<file path="src/hw/rtl/bdq_pkg.sv">
`default_nettype none
package bdq_pkg;

	localparam int DEPTH_DEF      = 64;
	localparam int DATA_WIDTH_DEF = 32;

	localparam int CMD_W  = 3;
	localparam int WORD_W = 32;
	localparam int POS_W  = 6;
	localparam int STAT_W = 2;
	localparam int LEN_W  = 7;

	typedef enum logic [CMD_W-1:0] {
		CMD_PUSH_FRONT = 3'd0,
		CMD_PUSH_BACK  = 3'd1,
		CMD_POP_FRONT  = 3'd2,
		CMD_POP_BACK   = 3'd3,
		CMD_READ       = 3'd4
	} cmd_t;

	typedef enum logic [STAT_W-1:0] {
		ST_OK    = 2'd0,
		ST_FULL  = 2'd1,
		ST_EMPTY = 2'd2,
		ST_RANGE = 2'd3
	} status_t;

	typedef struct packed {
		cmd_t              command;
		logic [WORD_W-1:0] value;
		logic [POS_W-1:0]  position;
	} cmd_beat_t;

	typedef struct packed {
		status_t           status;
		logic [WORD_W-1:0] read_word;
		logic [LEN_W-1:0]  length;
	} rsp_beat_t;

	// per-command outcome handed from the pointer logic to the result stage
	typedef struct packed {
		status_t          status;
		logic             rd_ok;
		logic [LEN_W-1:0] length;
	} res_t;

endpackage
`default_nettype wire

</file>
<file path="src/hw/rtl/bdq_ram.sv">
`default_nettype none
module bdq_ram import bdq_pkg::*; #(
	parameter int DEPTH      = DEPTH_DEF,
	parameter int DATA_WIDTH = DATA_WIDTH_DEF
) (
	input  wire logic                         clk,
	input  wire logic                         we,
	input  wire logic [$clog2(DEPTH)-1:0]     waddr,
	input  wire logic [DATA_WIDTH-1:0]        wdata,
	input  wire logic                         re,
	input  wire logic [$clog2(DEPTH)-1:0]     raddr,
	output logic      [DATA_WIDTH-1:0]        rdata
);

	logic [DATA_WIDTH-1:0] mem [DEPTH];
	logic [DATA_WIDTH-1:0] rdata_q;

	always_ff @(posedge clk) begin
		if (we) begin
			mem[waddr] <= wdata;
		end
		if (re) begin
			rdata_q <= mem[raddr];
		end
	end

	assign rdata = rdata_q;

endmodule
`default_nettype wire

</file>
<file path="src/hw/rtl/bdq_ptr.sv">
`default_nettype none
module bdq_ptr import bdq_pkg::*; #(
	parameter int DEPTH      = DEPTH_DEF,
	parameter int DATA_WIDTH = DATA_WIDTH_DEF
) (
	input  wire logic                     clk,
	input  wire logic                     arst_n,
	input  wire logic                     accept,
	input  wire cmd_beat_t                cmd,
	output logic                          we,
	output logic [$clog2(DEPTH)-1:0]      waddr,
	output logic [DATA_WIDTH-1:0]         wdata,
	output logic                          re,
	output logic [$clog2(DEPTH)-1:0]      raddr,
	output res_t                          res
);

	localparam int AW   = $clog2(DEPTH);
	localparam int CW   = $clog2(DEPTH + 1);
	localparam int SW   = AW + 1;
	localparam int CMPW = (CW > POS_W) ? CW : POS_W;
	localparam logic [SW-1:0] DEPTH_S = SW'(DEPTH);
	localparam logic [CW-1:0] FULL_C  = CW'(DEPTH);

	logic [AW-1:0] head_q, head_d;
	logic [CW-1:0] count_q, count_d;
	logic [SW-1:0] off, sum;
	logic [AW-1:0] idx;
	logic          full, empty, in_range, push, read;
	status_t       status;

	assign full     = (count_q == FULL_C);
	assign empty    = (count_q == '0);
	assign in_range = CMPW'(cmd.position) < CMPW'(count_q);

	always_comb begin
		case (cmd.command)
			CMD_PUSH_FRONT: off = SW'(DEPTH - 1);
			CMD_PUSH_BACK:  off = SW'(count_q);
			CMD_POP_FRONT:  off = SW'(1);
			CMD_READ:       off = SW'(cmd.position);
			default:        off = '0;
		endcase
	end

	// ring wrap: sum stays below twice the depth
	assign sum = {1'b0, head_q} + off;
	assign idx = (sum >= DEPTH_S) ? AW'(sum - DEPTH_S) : AW'(sum);

	always_comb begin
		head_d  = head_q;
		count_d = count_q;
		status  = ST_OK;
		push    = 1'b0;
		read    = 1'b0;
		case (cmd.command)
			CMD_PUSH_FRONT: begin
				if (full) begin
					status = ST_FULL;
				end else begin
					head_d  = idx;
					count_d = count_q + CW'(1);
					push    = 1'b1;
				end
			end
			CMD_PUSH_BACK: begin
				if (full) begin
					status = ST_FULL;
				end else begin
					count_d = count_q + CW'(1);
					push    = 1'b1;
				end
			end
			CMD_POP_FRONT: begin
				if (empty) begin
					status = ST_EMPTY;
				end else begin
					head_d  = idx;
					count_d = count_q - CW'(1);
				end
			end
			CMD_POP_BACK: begin
				if (empty) begin
					status = ST_EMPTY;
				end else begin
					count_d = count_q - CW'(1);
				end
			end
			CMD_READ: begin
				if (in_range) begin
					read = 1'b1;
				end else begin
					status = ST_RANGE;
				end
			end
			default: begin
			end
		endcase
	end

	always_ff @(posedge clk or negedge arst_n) begin
		if (!arst_n) begin
			head_q  <= '0;
			count_q <= '0;
		end else if (accept) begin
			head_q  <= head_d;
			count_q <= count_d;
		end
	end

	assign we         = accept && push;
	assign waddr      = idx;
	assign wdata      = DATA_WIDTH'(cmd.value);
	assign re         = accept && read;
	assign raddr      = idx;
	assign res.status = status;
	assign res.rd_ok  = read;
	assign res.length = LEN_W'(count_d);

endmodule
`default_nettype wire

</file>
<file path="src/hw/rtl/bounded_deque_with_index_read_unit.sv">
// path: a taken command beat is registered in s1, then in the output register,
//   which offers it; s1 waits while rsp_ready holds the output register
// throughput: one command per cycle while s1 can move on; pushes write and
//   in-range reads read the ring at accept, and read data joins the beat as s1 moves on
// reset: head and count clear at once, queue empty; ring contents are not
//   cleared and no clearing pass runs, commands are taken straight after reset
`default_nettype none
module bounded_deque_with_index_read_unit import bdq_pkg::*; #(
	parameter int DEPTH      = DEPTH_DEF,
	parameter int DATA_WIDTH = DATA_WIDTH_DEF
) (
	input  wire logic      clk,
	input  wire logic      arst_n,
	input  wire logic      cmd_valid,
	output logic           cmd_ready,
	input  wire cmd_beat_t cmd,
	output logic           rsp_valid,
	input  wire logic      rsp_ready,
	output rsp_beat_t      rsp
);

	localparam int AW = $clog2(DEPTH);

	logic                  accept, adv_s1;
	logic                  we, re;
	logic [AW-1:0]         waddr, raddr;
	logic [DATA_WIDTH-1:0] wdata, rdata;
	res_t                  res;

	logic      valid_s1;
	res_t      res_s1;
	logic      rsp_valid_q;
	rsp_beat_t rsp_q;

	// s1 waits on the memory read; it moves on when the output register frees up
	assign adv_s1    = valid_s1 && (!rsp_valid_q || rsp_ready);
	assign cmd_ready = !valid_s1 || adv_s1;
	assign accept    = cmd_valid && cmd_ready;

	bdq_ptr #(
		.DEPTH      (DEPTH),
		.DATA_WIDTH (DATA_WIDTH)
	) u_ptr (
		.clk    (clk),
		.arst_n (arst_n),
		.accept (accept),
		.cmd    (cmd),
		.we     (we),
		.waddr  (waddr),
		.wdata  (wdata),
		.re     (re),
		.raddr  (raddr),
		.res    (res)
	);

	bdq_ram #(
		.DEPTH      (DEPTH),
		.DATA_WIDTH (DATA_WIDTH)
	) u_ram (
		.clk   (clk),
		.we    (we),
		.waddr (waddr),
		.wdata (wdata),
		.re    (re),
		.raddr (raddr),
		.rdata (rdata)
	);

	always_ff @(posedge clk or negedge arst_n) begin
		if (!arst_n) begin
			valid_s1 <= 1'b0;
		end else if (accept) begin
			valid_s1 <= 1'b1;
		end else if (adv_s1) begin
			valid_s1 <= 1'b0;
		end
	end

	always_ff @(posedge clk) begin
		if (accept) begin
			res_s1 <= res;
		end
	end

	always_ff @(posedge clk or negedge arst_n) begin
		if (!arst_n) begin
			rsp_valid_q <= 1'b0;
		end else if (adv_s1) begin
			rsp_valid_q <= 1'b1;
		end else if (rsp_ready) begin
			rsp_valid_q <= 1'b0;
		end
	end

	always_ff @(posedge clk) begin
		if (adv_s1) begin
			rsp_q.status    <= res_s1.status;
			rsp_q.read_word <= res_s1.rd_ok ? WORD_W'(rdata) : '0;
			rsp_q.length    <= res_s1.length;
		end
	end

	assign rsp_valid = rsp_valid_q;
	assign rsp       = rsp_q;

endmodule
`default_nettype wire

</file>
<file path="config.mk">
export PLATFORM = sky130hd
export DESIGN_NAME = bounded_deque_with_index_read_unit
export DESIGN_NICKNAME = d
export VERILOG_FILES = /design/src/hw/rtl/bdq_pkg.sv /design/src/hw/rtl/bdq_ram.sv /design/src/hw/rtl/bdq_ptr.sv /design/src/hw/rtl/bounded_deque_with_index_read_unit.sv
export SDC_FILE = /design/constraint.sdc
export NUM_CORES = 2
export LEC_CHECK = 0
export BUFFER_PORTS_ARGS = -buffer_cell sky130_fd_sc_hd__buf_2
export CAP_MARGIN = 20
export CORE_ASPECT_RATIO = 1.2
export CORE_MARGIN = 2
export CORE_UTILIZATION = 46
export DETAILED_ROUTE_END_ITERATION = 12
export PLACE_DENSITY = 0.62
export SYNTH_ARGS = -nofsm -noshare
export SYNTH_HDL_FRONTEND = slang
export SYNTH_SLANG_ARGS = --single-unit
</file>
<file path="constraint.sdc">
create_clock -name clk -period 15.5 [get_ports clk]
set_input_delay 2.325 -clock clk [delete_from_list [all_inputs] [get_ports clk]]
set_output_delay 2.325 -clock clk [all_outputs]
set_load 0.02 [all_outputs]
</file>
==> key figures <==
Drt
  • Drt initial violations: ~8300
  • Post-Route WL: 267800 µm
  • Pre-antenna DRT Iters: 6
  • Post-route ant nets: 0
  • DRC viols: 0
  • Drt via density: 6.519
  • Via count: 50995
  • Drt wl/cell: 34.24 µm

Placement
  • # port buffers: 87
  • Post-DP HPWL: roughly 140000 µm
  • Placement Cell Area: 88100 µm²
  • Global placer's final weighted congestion: 0.8786

Pwr
  • Internal power: 11.50 mW
  • Switching share of power: 41.10%
  • Net Switching: 8.025 mW
  • Gate power share: a little over two fifths
  • Power Density: 207.2 nW/µm²
  • Part of the power in registers: about 34%
  • Maximum VDD drop: 0.2825 mV
  • Clock power share: 23.5%
  • P_leak: 30.19 nW

Clock network
  • H-tree levels: 4
  • Worst-path clk slew: approximately 0.060 ns
  • Clk root buf: clkbuf_16
  • Clk_lat worst skew: 0.85 ns
  • Clock Path Buffers: 3
  • Clk sinks: 2146
  • # hold bufs at CTS: 0
  • CTS tree: done
  • Post-CTS Setup Bufs: 0
  • Clock buffer count from CTS: 194
  • Post-CTS Resized: 0

Outcome
  • Status: completed

Synthesis
  • EDFF count, synth: 2131
  • Synth Instances: 5123
  • Compound-Gate Fraction of Synth Area: 8.472%
  • Post-Synth XOR/XNOR Area: 0.2034%
  • Post-synthesis adder-cell area fraction: 0.2019%
  • Post-synth ARST share: less than 1%
  • Most common cell in the synthesized netlist: edfxtp_1
  • Sequential area share after synthesis: 76.39%
  • Commonest cells in the netlist: edfxtp_1 (2131), nand2_1 (524), buf_2 (239), a21oi_1 (230), nand3_1 (221)
  • Synth unique cells: 77
  • Synth top area cells: edfxtp_1 (76%), mux4_2 (3.0%), mux2i_1 (2.6%)
  • Synth Area in Simple Gates: 5.973%
  • Yosys top cell area share: 75.94%
  • Post-Syn Area per Cell: between 15 and 20 µm²
  • Warning count from the yosys run: 0
  • Largest family of logic cells by synthesized area: compound AO/OA/AOI/OAI gates
  • Post-synthesis cell area: 84270 µm²
  • #FFs+latches synth: 2146
  • Top FF cell, synth: edfxtp_1
  • Area leader, netlist: edfxtp_1
  • Mux cell area share after synthesis: 6.609%
  • Syn Nets: approximately 5200

Timing
  • Final Max Tran Viols: 0
  • Final setup vio count: 0
  • TNS Setup: 0 ns
  • Skew final: 0.03330 ns
  • Max transition margin: a little under a quarter
  • Crit share post-route: 49.31%
  • Slew @ Worst Pin: between 1 and 1.5 ns
  • Fmax: 130.8 MHz
  • RSZ-0062 raised after global routing: false
  • Final critical-path required period: 7.644 ns
  • WHS: 0.4182 ns
  • Final hold violation count: 0

Die
  • # IOs: 88
  • Row count: roughly 170
  • DIE WIDTH: 394.7 µm
  • Initial Util: between 40 and 50%
  • Die Footprint: 186600 µm²
  • Die extent in y: 472.9 µm
  • Core region area: 182500 µm²

Worst setup path
  • Crit-path cells: buf_2, nor2_2, a22o_1, ha_4, inv_1, fa_4, buf_4, buf_4, nor2_4, buf_4, a22o_1, a222oi_1, o211ai_1, a32oi_1, o221ai_1
  • Crit path arrival time: 8.14 ns
  • CP max stage cell: fa_4
  • R2r setup slk: 9.01 ns
  • CP Class: input port to flop
  • Peak fanout along the critical path: ~50
  • Critical path capture point type: flop
  • Critical Path RT: 15.99 ns
  • Most used cell, CP: buf_4
  • Crit start category: input port
  • Critical path's largest stage delay: 1.07 ns

Final layout
  • Layout cells sized above 1: about 15%
  • Finished Cell Area: about 94000 µm²
  • Area growth syn-to-layout: 11.84%
  • Nets: 5286

GRT
  • Vias in the first global route: between 40000 and 50000
  • Largest net degree at the start of global routing: 143
  • Initial antenna violation count: 31
  • First-pass GRT wire length: 373000 µm
  • Total global routing overflow: 0
  • Total GRT Usage: roughly 28%

Flow run
  • Max-Cap Viols: 0

Hold path
  • HP Class: flop to flop
==> critical path, delay by kind of cell <==
kind	cells	cell delay, ns
AOI/OAI and AO/OA	6	2.07
and+or+nand+nor	2	0.54
buffers and inverters	5	1.90
adders and majority gates	2	1.21
==> registers in the layout (all words and copies together), names as in the netlist <==
name,cells
res_s1,10
u_ram.rdata,32
valid_s1,1
rsp_valid,1
u_ptr.head_q,6
u_ram.mem,2048
u_ptr.count_q,7
rsp,41
==> cell families after synthesis <==
| group | count (synthesis) |
|---|---|
| mux | 407 |
| buf+inv | 386 |
| flops | 2146 |
| fa+ha+maj | 13 |
| simple gates | 1118 |
| xor+xnor | 14 |
| compound gates | 1039 |
==> cell type report <==
| cell class | count | area [µm²] |
|---|---|---|
| fill | 14693 | 88250 |
| sequential | 2146 | 64370 |
| multi-input combinational | 2591 | 18690 |
| clock buffer | 244 | 5126 |
| tap | 2436 | 3048 |
| timing repair buffer | 279 | 2173 |
| clock inverter | 101 | 749.5 |
| inverter | 16 | 72.57 |
| antenna | 9 | 22.52 |
==> worst paths after layout <==
| path | cells past startpoint | to | start |
|---|---|---|---|
| setup reg to reg | 15 | u_ram.rdata[30] | u_ptr.count_q[0] |
| max in group asynchronous | 1 | u_ptr.head_q[1] | arst_n |
| min in group asynchronous | 1 | u_ptr.head_q[5] | arst_n |
| hold / removal | 0 | rsp[1] | res_s1[1] |
| hold reg to reg | 0 | rsp[1] | res_s1[1] |
| setup / recovery | 15 | u_ram.rdata[30] | cmd[39] |
==> power groups by stage <==
stage	clock (mW)	combinational [mW]	sequential, mW
floorplan	0	4.94	6.71
global placement	0	8.07	6.72
detailed placement	0	8.13	6.72
CTS	4.62	8.15	6.60
global route	4.82	8.65	6.60
finish	4.58	8.34	6.60
==> through the flow <==
stage / setup slack (ns) / std cells / power, mW / utilization, %
2_1_floorplan: 7.915 / 5123 / 11.65 / -
3_3_place_gp: 7.127 / 7447 / 14.79 / 48.22
3_5_place_dp: 7.128 / 7456 / 14.85 / 48.28
4_1_cts: 8.003 / 7801 / 19.36 / 51.49
5_1_grt: 7.857 / 7815 / 20.07 / 51.63
6_report: 7.856 / 7822 / 19.52 / 51.64
==> layer usage <==
| metal | part of all wire, % | vias to the layer above | wire length [µm] | GRT usage [%] |
|---|---|---|---|---|
| met2 | 47 | 3472 | 125300 | 44.92 |
| li1 | - | 20680 | - | - |
| met4 | 4.0 | 14 | 10780 | 10.27 |
| met3 | 12 | 571 | 31460 | 5.959 |
| met1 | 37 | 26258 | 100200 | 38.42 |
| met5 | 0.033 | - | 89 | 0 |
==> cell usage in the layout, fill, tap and decap left out, drive strengths merged, types with 68 or more instances in the layout <==
cell type  instances
a22oi             68
nand3            221
a21oi            230
edfxtp          2131
clkbuf           244
mux2              75
mux4             112
a31oi             96
a221oi           105
o21ai            155
buf              279
clkinv            87
nor2             128
mux2i            220
nand2            524
and3              83
No activity file was read; power rests on OpenSTA's default activity.
